[src/rtl/brfb_pkg.sv]
`default_nettype none
package brfb_pkg;

  localparam int unsigned STORE_DEPTH_DEF = 4096;

  localparam int unsigned CNT_W  = 13;
  localparam int unsigned DATA_W = 8;
  localparam int unsigned OP_W   = 2;
  localparam int unsigned STAT_W = 3;

  // Capacity after reset, before any clamp to the store depth
  localparam logic [CNT_W-1:0] CAP_RESET = 13'd4096;
  // Largest capacity the 13-bit register can express
  localparam int unsigned CAP_FIELD_MAX = 8191;

  typedef enum logic [OP_W-1:0] {
    OP_ENQ   = 2'd0,
    OP_DEQ   = 2'd1,
    OP_FLUSH = 2'd2,
    OP_RSVD  = 2'd3
  } op_t;

  typedef enum logic [STAT_W-1:0] {
    ST_OK      = 3'd0,
    ST_BAD_LEN = 3'd1,
    ST_NO_ROOM = 3'd2,
    ST_NO_DATA = 3'd3,
    ST_DROPPED = 3'd4
  } status_t;

  typedef enum logic [3:0] {
    K_FLUSH = 4'b0001,
    K_NOP   = 4'b0010,
    K_FIRST = 4'b0100,
    K_CONT  = 4'b1000
  } kind_t;

  // Classified item handed from the front to the back
  typedef struct packed {
    kind_t             kind;
    logic              is_deq;
    logic [DATA_W-1:0] din;
    logic [CNT_W-1:0]  len;
    logic              len_zero;
    logic              len_over;
  } item_t;

  typedef struct packed {
    status_t           status;
    logic [DATA_W-1:0] data_out;
    logic              data_valid;
    logic [CNT_W-1:0]  readable;
    logic [CNT_W-1:0]  writable;
  } res_t;

endpackage
`default_nettype wire

[src/rtl/brfb_front.sv]
`default_nettype none
module brfb_front
  import brfb_pkg::*;
(
  input  wire logic              s_tvalid,
  output      logic              s_tready,
  input  wire logic [OP_W-1:0]   op,
  input  wire logic [DATA_W-1:0] din,
  input  wire logic [CNT_W-1:0]  len,
  input  wire logic              first,
  input  wire logic [CNT_W-1:0]  cap,
  input  wire logic              q_full,
  output      logic              q_push,
  output      item_t             q_item
);

  assign s_tready = !q_full;
  assign q_push   = s_tvalid && !q_full;

  always_comb begin
    q_item.is_deq   = (op_t'(op) == OP_DEQ);
    q_item.din      = din;
    q_item.len      = len;
    q_item.len_zero = (len == '0);
    q_item.len_over = (len > cap);
    case (op_t'(op))
      OP_FLUSH: q_item.kind = K_FLUSH;
      OP_RSVD:  q_item.kind = K_NOP;
      OP_ENQ,
      OP_DEQ:   q_item.kind = first ? K_FIRST : K_CONT;
      default:  q_item.kind = K_NOP;
    endcase
  end

endmodule
`default_nettype wire

[config.mk]
export PLATFORM = sky130hd
export DESIGN_NAME = brfb_front
export DESIGN_NICKNAME = d
export VERILOG_FILES = /design/src/rtl/brfb_pkg.sv /design/src/rtl/brfb_front.sv
export SDC_FILE = /design/constraint.sdc
export NUM_CORES = 1
export LEC_CHECK = 0
export BUFFER_PORTS_ARGS = -buffer_cell sky130_fd_sc_hd__buf_2
export CORE_UTILIZATION = 37
export DETAILED_ROUTE_END_ITERATION = 6
export PLACE_DENSITY_LB_ADDON = 0.25
export SLEW_MARGIN = 20
export SYNTH_ARGS = -nofsm -noshare
export SYNTH_HDL_FRONTEND = slang
export SYNTH_SLANG_ARGS = --single-unit
[constraint.sdc]
create_clock -name vclk -period 4.25
set_input_delay 0.85 -clock vclk [all_inputs]
set_output_delay 0.85 -clock vclk [all_outputs]
set_load 0.01 [all_outputs]
-- After elaboration in Yosys (flattened, before gate mapping)
Index checks and enable logic that the tools add are counted.
- flip-flop bits (word level): 0
- output and inout port bits: 30
- multiplexer cells: 2
- order comparisons: 1
- eq/ne operators: 3
- reduce and logical (&&, ||, !) cells: 5
- operators with widths (kind ; number):
    13-bit greater-than comparator ; 1
    13-bit logical NOT ; 1
    4-bit case mux with 3 select lines ; 1
    2-bit == test, second input constant ; 2
    4-bit 2-to-1 mux ; 1
    2-bit by 1-bit == test with 1-bit output, second input constant ; 1
    2-bit logical NOT ; 1
    2-bit OR reduction ; 1
    1-bit logical AND ; 1
    1-bit logical NOT ; 1

-- Longest topological paths before layout
- depth in word-level cells: 3
- gate-level depth with buffers: 6
- depth with buffers taken out: 6

-- Least setup slack after synthesis
OpenSTA, ideal clock, no wires.
- path type: input -> output
- from: input cap[12]
- to: output q_item[0] (netlist bit)
- required time: 3.400 ns
- slack: 1.513 ns
- data arrival time: 1.887 ns
- stages on the path: 6
- buffers on the path: 0
- cells stage by stage: inv_1 > ha_1 > nand4_1 > nor3_1 > o31ai_1 > a32oi_1
- RTL lines (element ; line ; text):
    start, declared ; brfb_front.sv:11 ; input wire logic [CNT_W-1:0] cap,
    end, declared ; brfb_front.sv:14 ; output item_t q_item

==> impl_metrics.toml <==
[status]
status = "complete, no violations"

[route]
ant_nets = 0
wl_per_cell_um = 8.30
remaining_drc_errors = 0
wirelength_mm = 1.05
first_pass_iters = 2
num_vias = 587
drtIter0Drc = 1
via_per_inst = 4.62

[place]
port_buffers = 53
place.gp.congestion = 0.642
place_ws_ns = 1.27
dp.cells = 127
dpl_cell_area_um2 = 681
place_hpwl_mm = 1.03

[clock_network]
cts_hold_buf = 0
post_cts_resized = 0
postCtsSetupBuffers = 0

[critical_path]
crit_fanout = 3
cp-startpoint = "len[12]"
worst-endpoint-arrival_ns = 2.12
crit_required_ns = 3.40
path_class = "input pin to output port"
critPathLaunchType = "input pin"
end_kind = "output port"

[sta]
fin_ws_ns = 1.28
hold_violations = 0
rsz0062_at_grt = "false"
fin_crit_ns = 2.97
finalCritPeriodShare = 0.699
worstMarginPinSlew_ns = 0.252
setup_violations = 0
max_freq_mhz = 337
fin_hold_ws_ns = 1.70
maxSlewHeadroom = 0.831
report.final.slew_viol_count = 0
tns_ns = 0

[grt]
grt_pass1_vias = 412
grt_overflow = 0
grt_antenna_before_repair = 0
grt_first_pass_wirelength_mm = 1.37
track_usage = 0.115
grt_start_max_net_pins = 6

[flow_run]
cap_violations = 0

[synth]
synth.distinct_cells = 20
synthesis.area_um2 = 554
synth_warnings = 0
yosysSeqAreaShare = 0
synth_cells = 80
syn_nets = 132
syn_area_per_cell_um2 = 6.93

[floorplan]
die_h_um = 40.7
die-area_um2 = 1660
ios = 69
coreArea_um2 = 1350
fp.dieW_um = 40.7
start_util = 0.411
rows = 13

[worst_hold_path]
hp-start = "din[7]"
worstHoldPathType = "input pin to output port"

[power]
clockPowerShare = 0
intPower_uw = 30.3
swShare = 0.498
p_switching_uw = 30.0
seq_power_share = 0
share_comb_of_total_power = 1.000
p_leak_nw = 0.445
powerDensity_nw_per_um2 = 88.7
ir_drop_v = 0.0000401
p_total_uw = 60.3

[finish]
final_cell_area_um2 = 681
multi_input_area_um2 = 340
fillerInstances = 151
nNetsFinal = 166
nClkBuffers = 0
n_antenna_cell = 0
final_cell_mix = "buf_2, inv_1, ha_1"
final_common_cell = "buf_2"
nFlopsAndLatches = 0
regArea_um2 = 0
area_growth_pct = 22.8
finalNonFillerCells = 127
drive_gt1_frac = 0.482
finish.utilization = 0.504
==> power groups by stage <==
stage                     clock network (mW)  registers (mW)  logic [mW]
after global routing                       0               0      0.0701
after detailed placement                   0               0      0.0614
after floorplan                            0               0      0.0461
after CTS                                  0               0      0.0618
after global placement                     0               0      0.0609
final                                      0               0      0.0603
==> cell type report <==
class | count | area share
inverter | 15 | 0.0827
tap | 15 | 0.0276
timing repair buffer | 53 | 0.390
multi-input combinational | 44 | 0.500
==> critical path, stage by stage <==
cell     delay, ns
buf_2         0.12
ha_1          0.31
nand4_1       0.12
nor3_1        0.27
o31ai_1       0.12
a32oi_1       0.19
buf_2         0.15
==> cell families (layout without fill, tap and decap cells) <==
group,after synthesis,in the layout,share of synthesized area
buf+inv,36,68,0.386
simple gates,22,22,0.219
compound gates,9,9,0.102
fa+ha+maj,13,13,0.293
==> synthesized netlist by cell type (all sizes together) <==
| library cell | count | share of area |
|---|---|---|
| buf | 21 | 0.28 |
| and2 | 1 | 0.011 |
| a32oi | 1 | 0.016 |
| a21oi | 4 | 0.036 |
| nor4 | 2 | 0.034 |
| nand3 | 1 | 0.0090 |
| nand2 | 4 | 0.027 |
| o31ai | 1 | 0.014 |
| or4 | 1 | 0.014 |
| o21ai | 1 | 0.0090 |
| inv | 15 | 0.10 |
| ha | 13 | 0.29 |
| a21boi | 1 | 0.014 |
| nor2b | 4 | 0.045 |
| nand2b | 1 | 0.011 |
| nand4 | 2 | 0.023 |
| nor3 | 2 | 0.018 |
| a211oi | 1 | 0.014 |
| nor2 | 4 | 0.027 |
==> worst paths after layout <==
check,end,cells after the start,slack (ns)
worst max-delay path,q_item[0],7,1.28
worst min-delay path,q_item[22],0,1.70
==> metal layers <==
layer	track usage	part of all wire	vias to the layer above
met5	0	0	-
met2	0.242	0.51	34
li1	-	-	310
met1	0.131	0.42	241
met3	0	0.065	2
met4	0.00833	0.0038	0
(Power assumes the default switching activity.)
