## config.mk

```make
export PLATFORM = sky130hd
export DESIGN_NAME = brfb_queue
export DESIGN_NICKNAME = d
export VERILOG_FILES = /design/src/rtl/brfb_pkg.sv /design/src/rtl/brfb_queue.sv
export SDC_FILE = /design/constraint.sdc
export NUM_CORES = 1
export LEC_CHECK = 0
export BUFFER_PORTS_ARGS = -buffer_cell sky130_fd_sc_hd__buf_4
export CORE_MARGIN = 3
export CORE_UTILIZATION = 51
export CTS_CLUSTER_SIZE = 24
export DETAILED_ROUTE_END_ITERATION = 16
export PLACE_DENSITY = 0.78
export SYNTH_ARGS = -nofsm -noshare
export SYNTH_HDL_FRONTEND = slang
export SYNTH_SLANG_ARGS = --single-unit
```

## constraint.sdc

```tcl
create_clock -name clk -period 2.45 [get_ports clk]
set_input_delay 0.49 -clock clk [delete_from_list [all_inputs] [get_ports clk]]
set_output_delay 0.49 -clock clk [all_outputs]
set_load 0.01 [all_outputs]
```

## src/rtl/brfb_pkg.sv

```systemverilog
`default_nettype none
package brfb_pkg;

  localparam int unsigned STORE_DEPTH_DEF = 4096;

  localparam int unsigned CNT_W  = 13;
  localparam int unsigned DATA_W = 8;
  localparam int unsigned OP_W   = 2;
  localparam int unsigned STAT_W = 3;

  // Capacity after reset, before any clamp to the store depth
  localparam logic [CNT_W-1:0] CAP_RESET = 13'd4096;
  // Largest capacity the 13-bit register can express
  localparam int unsigned CAP_FIELD_MAX = 8191;

  typedef enum logic [OP_W-1:0] {
    OP_ENQ   = 2'd0,
    OP_DEQ   = 2'd1,
    OP_FLUSH = 2'd2,
    OP_RSVD  = 2'd3
  } op_t;

  typedef enum logic [STAT_W-1:0] {
    ST_OK      = 3'd0,
    ST_BAD_LEN = 3'd1,
    ST_NO_ROOM = 3'd2,
    ST_NO_DATA = 3'd3,
    ST_DROPPED = 3'd4
  } status_t;

  typedef enum logic [3:0] {
    K_FLUSH = 4'b0001,
    K_NOP   = 4'b0010,
    K_FIRST = 4'b0100,
    K_CONT  = 4'b1000
  } kind_t;

  // Classified item handed from the front to the back
  typedef struct packed {
    kind_t             kind;
    logic              is_deq;
    logic [DATA_W-1:0] din;
    logic [CNT_W-1:0]  len;
    logic              len_zero;
    logic              len_over;
  } item_t;

  typedef struct packed {
    status_t           status;
    logic [DATA_W-1:0] data_out;
    logic              data_valid;
    logic [CNT_W-1:0]  readable;
    logic [CNT_W-1:0]  writable;
  } res_t;

endpackage
`default_nettype wire

```

## src/rtl/brfb_queue.sv

```systemverilog
`default_nettype none
module brfb_queue
  import brfb_pkg::*;
(
  input  wire logic  clk,
  input  wire logic  rst,
  input  wire logic  push,
  input  wire item_t push_item,
  output      logic  full,
  input  wire logic  pop,
  output      logic  valid,
  output      item_t head
);

  item_t       slot [2];
  logic        wp;
  logic        rp;
  logic [1:0]  cnt;

  assign full  = (cnt == 2'd2);
  assign valid = (cnt != 2'd0);
  assign head  = slot[rp];

  always_ff @(posedge clk) begin
    if (push) begin
      slot[wp] <= push_item;
    end
  end

  always_ff @(posedge clk) begin
    if (rst) begin
      wp  <= 1'b0;
      rp  <= 1'b0;
      cnt <= 2'd0;
    end else begin
      if (push) begin
        wp <= ~wp;
      end
      if (pop) begin
        rp <= ~rp;
      end
      case ({push, pop})
        2'b10:   cnt <= cnt + 2'd1;
        2'b01:   cnt <= cnt - 2'd1;
        default: cnt <= cnt;
      endcase
    end
  end

endmodule
`default_nettype wire

```

After elaboration in Yosys (flattened, before gate mapping)
Memories as Yosys holds them, arrays and structs flattened. A register that Yosys moved wholly into a read port is not among the register bits.
Index checks and enable logic that the tools add are counted.
{"block": "totals", "memories": 1, "in_bits": 32, "regBits": 4, "mem_bits_rw": 56}
{"block": "classes", "n_eq_ne": 3, "bitwise_logic": 2, "n_addsub": 2, "n_reduce_logical": 2, "n_mux": 5}
{"name": "slot", "depth": 2, "width": 28, "rd": 1, "rd_clocked_by_memory_dff": 1, "wr": 1, "line": "brfb_queue.sv:15", "text": "item_t slot [2];"}
{"cell": "2-bit == test, second input constant", "count": 2}
{"cell": "1-bit two-way mux", "count": 4}
{"cell": "2-bit case mux with 2 select lines", "count": 1}
{"cell": "2-bit nonzero test", "count": 2}
{"cell": "2-bit by 1-bit adder with 2-bit output, second input constant", "count": 1}
{"cell": "2-bit by 1-bit == test with 1-bit output, second input constant", "count": 1}
{"cell": "1-bit inverter", "count": 2}
{"cell": "2-bit by 1-bit subtractor with 2-bit output, second input constant", "count": 1}

Longest topological paths before layout
{"block": "logic_depth", "depth_word": 3, "depth_mapped": 5, "depth_no_buf": 5}

Least setup slack after synthesis
OpenSTA, ideal clock, no wires.
{"block": "synth_path", "path_kind": "in2reg", "start": "input push", "end": "memory slot[0][0] (netlist bit), enable pin", "arrival_ns": 1.728, "cell_stages": 2, "setup_slack_ns": 0.309, "required_ns": 2.037, "setup_ns": 0.413, "cell_sequence": "inv_1 nor2_1"}
{"block": "synth_between", "elab_chain_cells": 2}
{"element": "from (decl)", "line": "brfb_queue.sv:7", "text": "input wire logic push,"}
{"element": "1-bit two-way mux", "line": "brfb_queue.sv:25", "text": "if (push) begin"}
{"element": "1-bit two-way mux (not written as such)", "line": "brfb_queue.sv:26", "text": "slot[wp] <= push_item;"}
{"element": "to (decl)", "line": "brfb_queue.sv:15"}
No other way between the ends.

==> summary.txt <==
Power and ir drop
  – PwrDens: 760.5 nW/µm²
  – Power share of the clock group: 30.5%
  – Max VDD drop: 0.4898 mV
  – Net Switching: 481.9 µW
  – Int Pwr: 1740 µW
  – Combinational power share: 14.0%
  – Flop pwr share: 55.4%
  – Static Leak: 0.001124 µW
  – Switching part of the total: 21.69%

Setup path
  – Critical Path Most Common Cell: buf_4
  – Crit path buf inv count: 2
  – CP endpoint kind: output port
  – Crit-path cells: buf_4 -> mux2_2 -> buf_4
  – Cell at the slowest stage of the critical path: mux2_2
  – Worst R2R Path Depth: 2
  – Worst path max stage delay: 0.37 ns
  – R2r endpoint: slot[1][25]$_DFFE_PP_
  – Reg-to-Reg Start: wp$_SDFFE_PP0P_
  – Worst-path maximum fanout: 14
  – Flop-to-flop setup slack: 1.37 ns
  – Startpoint Class: flop
  – Critical path class: reg2out
  – Data required time at the worst endpoint: 1.96 ns
  – Crit path DAT: 1.38 ns
  – Delay-heaviest family, CP: buffers and inverters

Min path
  – Hold Crit Class: in2reg
  – Hold wc startpoint: push_item[16]
  – Hold Crit Depth: 1
  – Hold path endpoint: slot[1][16]$_DFFE_PP_

Layout
  – Synth-to-layout area growth: 31.48%
  – Final nets: 217
  – Share of layout cells above drive strength 1: 57.98%
  – Diode count: 0
  – Fill cell count: 283
  – Final core utilization: 70.99%

Placed design
  – Routability cong.: 0.6945
  – IO Port Bufs: 61
  – DP HPWL: 2.745 mm

Timing
  – Slew HR: 86.54%
  – Fmax: 534.7 MHz
  – Final period utilization: 76.34%
  – Final setup vio count: 0
  – Least-Margin Pin Slew: 0.2004 ns
  – RSZ-0062 raised after global routing: false
  – Final setup TNS: 0 ns
  – Slew Limit Fails: 0
  – Tmin final: 1.870 ns
  – Clock skew: 0.004326 ns
  – Fin. Hold Viols: 0
  – Hold Slack: 0.3544 ns

CTS
  – Total CTS buffers: 9
  – Maximum clock path buffer count: 2
  – Number of hold buffers added after cts: 0
  – Root buffer cell: clkbuf_8
  – CTS tree: yes
  – H-tree levels: 3
  – Setup Fix Bufs, Post-CTS: 0
  – Clk slew on worst S/H paths: 0.06 ns
  – Clock Latency Late Sink: 0.32 ns
  – Clk sink count: 61
  – Resize count post-CTS: 0

Route
  – Pre-antenna DRT Iters: 4
  – Mean number of vias per cell: 5.008
  – Final ANT Viol Nets: 0
  – WL final: 3.821 mm
  – Initial DRC Count: 79
  – Via count: 1192
  – DRC: 0
  – Drt wl/cell: 16.05 µm

Floorplan
  – Placement Rows: 23
  – Die ar.: 5185 µm²
  – Die width: 72.01 µm
  – Placeable Area: 4115 µm²
  – Ports: 62
  – Die H: 72.01 µm
  – Initial cell density of the core: 54.00%

Synth
  – Part of the Yosys area used for sequential elements: 80.18%
  – Post-synth top area cell: edfxtp_1
  – Cells after Synth: 109
  – Yosys cell types: 16
  – Synthesized net count: 142
  – Netlist Area Pre-Place: 2222 µm²
  – Post-synthesis average cell area: 20.39 µm²
  – Synthesis-stage register bit count: 61
  – Synth area leaders: edfxtp_1, mux2_2, dfxtp_1
  – Syn. warnings: 0
  – Top-area cell type share of the netlist area: 75.68%

Global route
  – Largest net degree at the start of global routing: 15
  – Tot GR Track Use: 16.23%
  – First-pass GRT wire length: 6.237 mm
  – Initial antenna violation count: 0
  – Vias in the first global route: 1310
  – Total gr overflow: 0

Run status
  – Status: complete, no violations

Flow run
  – Max cap viols: 0
## layout by cell type, fill, tap and decap left out
cell      instances
buf_4            67
edfxtp_1         56
mux2_2           28
clkbuf_8          9
dfxtp_1           5
nor2_1            4
xnor2_1           3
clkbuf_1          3
clkinv_2          2
or2_2             1
and2_1            1
inv_1             1
nor2_2            1
and2b_2           1
xor2_1            1
o21ai_0           1
or3_1             1
a21oi_1           1
ha_1              1
clkinv_1          1
## worst max-delay path by stage
stage               cells after the start  slack (ns)  startpoint              endpoint
global placement                        3        0.92        flop              head[26]
CTS                                     3        0.56        flop              head[21]
global route                            3        0.53        flop              head[21]
finish                                  3        0.58        flop              head[21]
detailed placement                      5        0.89        push   cnt[1]$_SDFFE_PP0P_
floorplan                               2        0.31        push  slot[0][0]$_DFFE_PP_
## sequential cells by signal, indices dropped and copies added (netlist names), named ones only
| signal | flops |
|---|---|
| slot | 56 |
| rp | 1 |
| wp | 1 |
| cnt | 2 |
## synth_stat cells
master	n
xnor2_1	3
buf_4	1
inv_1	1
and2b_2	1
or2_2	1
edfxtp_1	56
nor2_1	5
buf_2	2
or3_1	1
a21oi_1	1
dfxtp_1	5
ha_1	1
and2_1	1
o21ai_0	1
mux2_2	28
xor2_1	1
## power by group through the flow
stage | sequential, µW | combinational, µW | clock (µW)
finish | 1230 | 312 | 678
global route | 1240 | 337 | 754
CTS | 1230 | 318 | 701
detailed placement | 1250 | 316 | 0
global placement | 1250 | 306 | 0
floorplan | 1250 | 154 | 0
## through the flow
| stage | cells | setup slack, ns | total power (µW) | instance area [µm²] |
|---|---|---|---|---|
| after global placement | 223 | 0.9187 | 1554 | 2773 |
| after floorplan | 109 | 0.3090 | 1401 | 2222 |
| after global routing | 238 | 0.5271 | 2328 | 2922 |
| final | 238 | 0.5797 | 2222 | 2922 |
| after CTS | 238 | 0.5564 | 2251 | 2922 |
| after detailed placement | 223 | 0.8914 | 1569 | 2773 |
## logic make-up (layout without fill, tap and decap cells)
group	Yosys count	count (layout)	synth area share, %
flops	61	61	80.18
mux	28	28	14.19
simple gates	9	9	2.084
xor+xnor	4	4	1.577
buf+inv	4	83	0.9572
compound gates	2	2	0.4500
fa+ha+maj	1	1	0.5630
## layout make-up
class                           count  area, µm²  area share, %
Sequential cell                    61       1782          60.99
Timing Repair Buffer               67      503.0          17.22
Multi-Input combinational cell     44      421.7          14.43
Clock buffer                       12      135.1          4.625
Tap cell                           50      62.56          2.141
Clock inverter                      3      13.76         0.4711
Inverter                            1      3.754         0.1285
## metal layers
| metal | vias to the layer above | track usage (%) | wire length, µm |
|---|---|---|---|
| met5 | - | 0 | 0 |
| met1 | 585 | 18.82 | 1525 |
| met2 | 40 | 27.35 | 2028 |
| met3 | 2 | 5.402 | 260 |
| li1 | 565 | - | - |
| met4 | 0 | 7.516 | 8 |
Note: power is estimated with default switching activity, not from simulation.
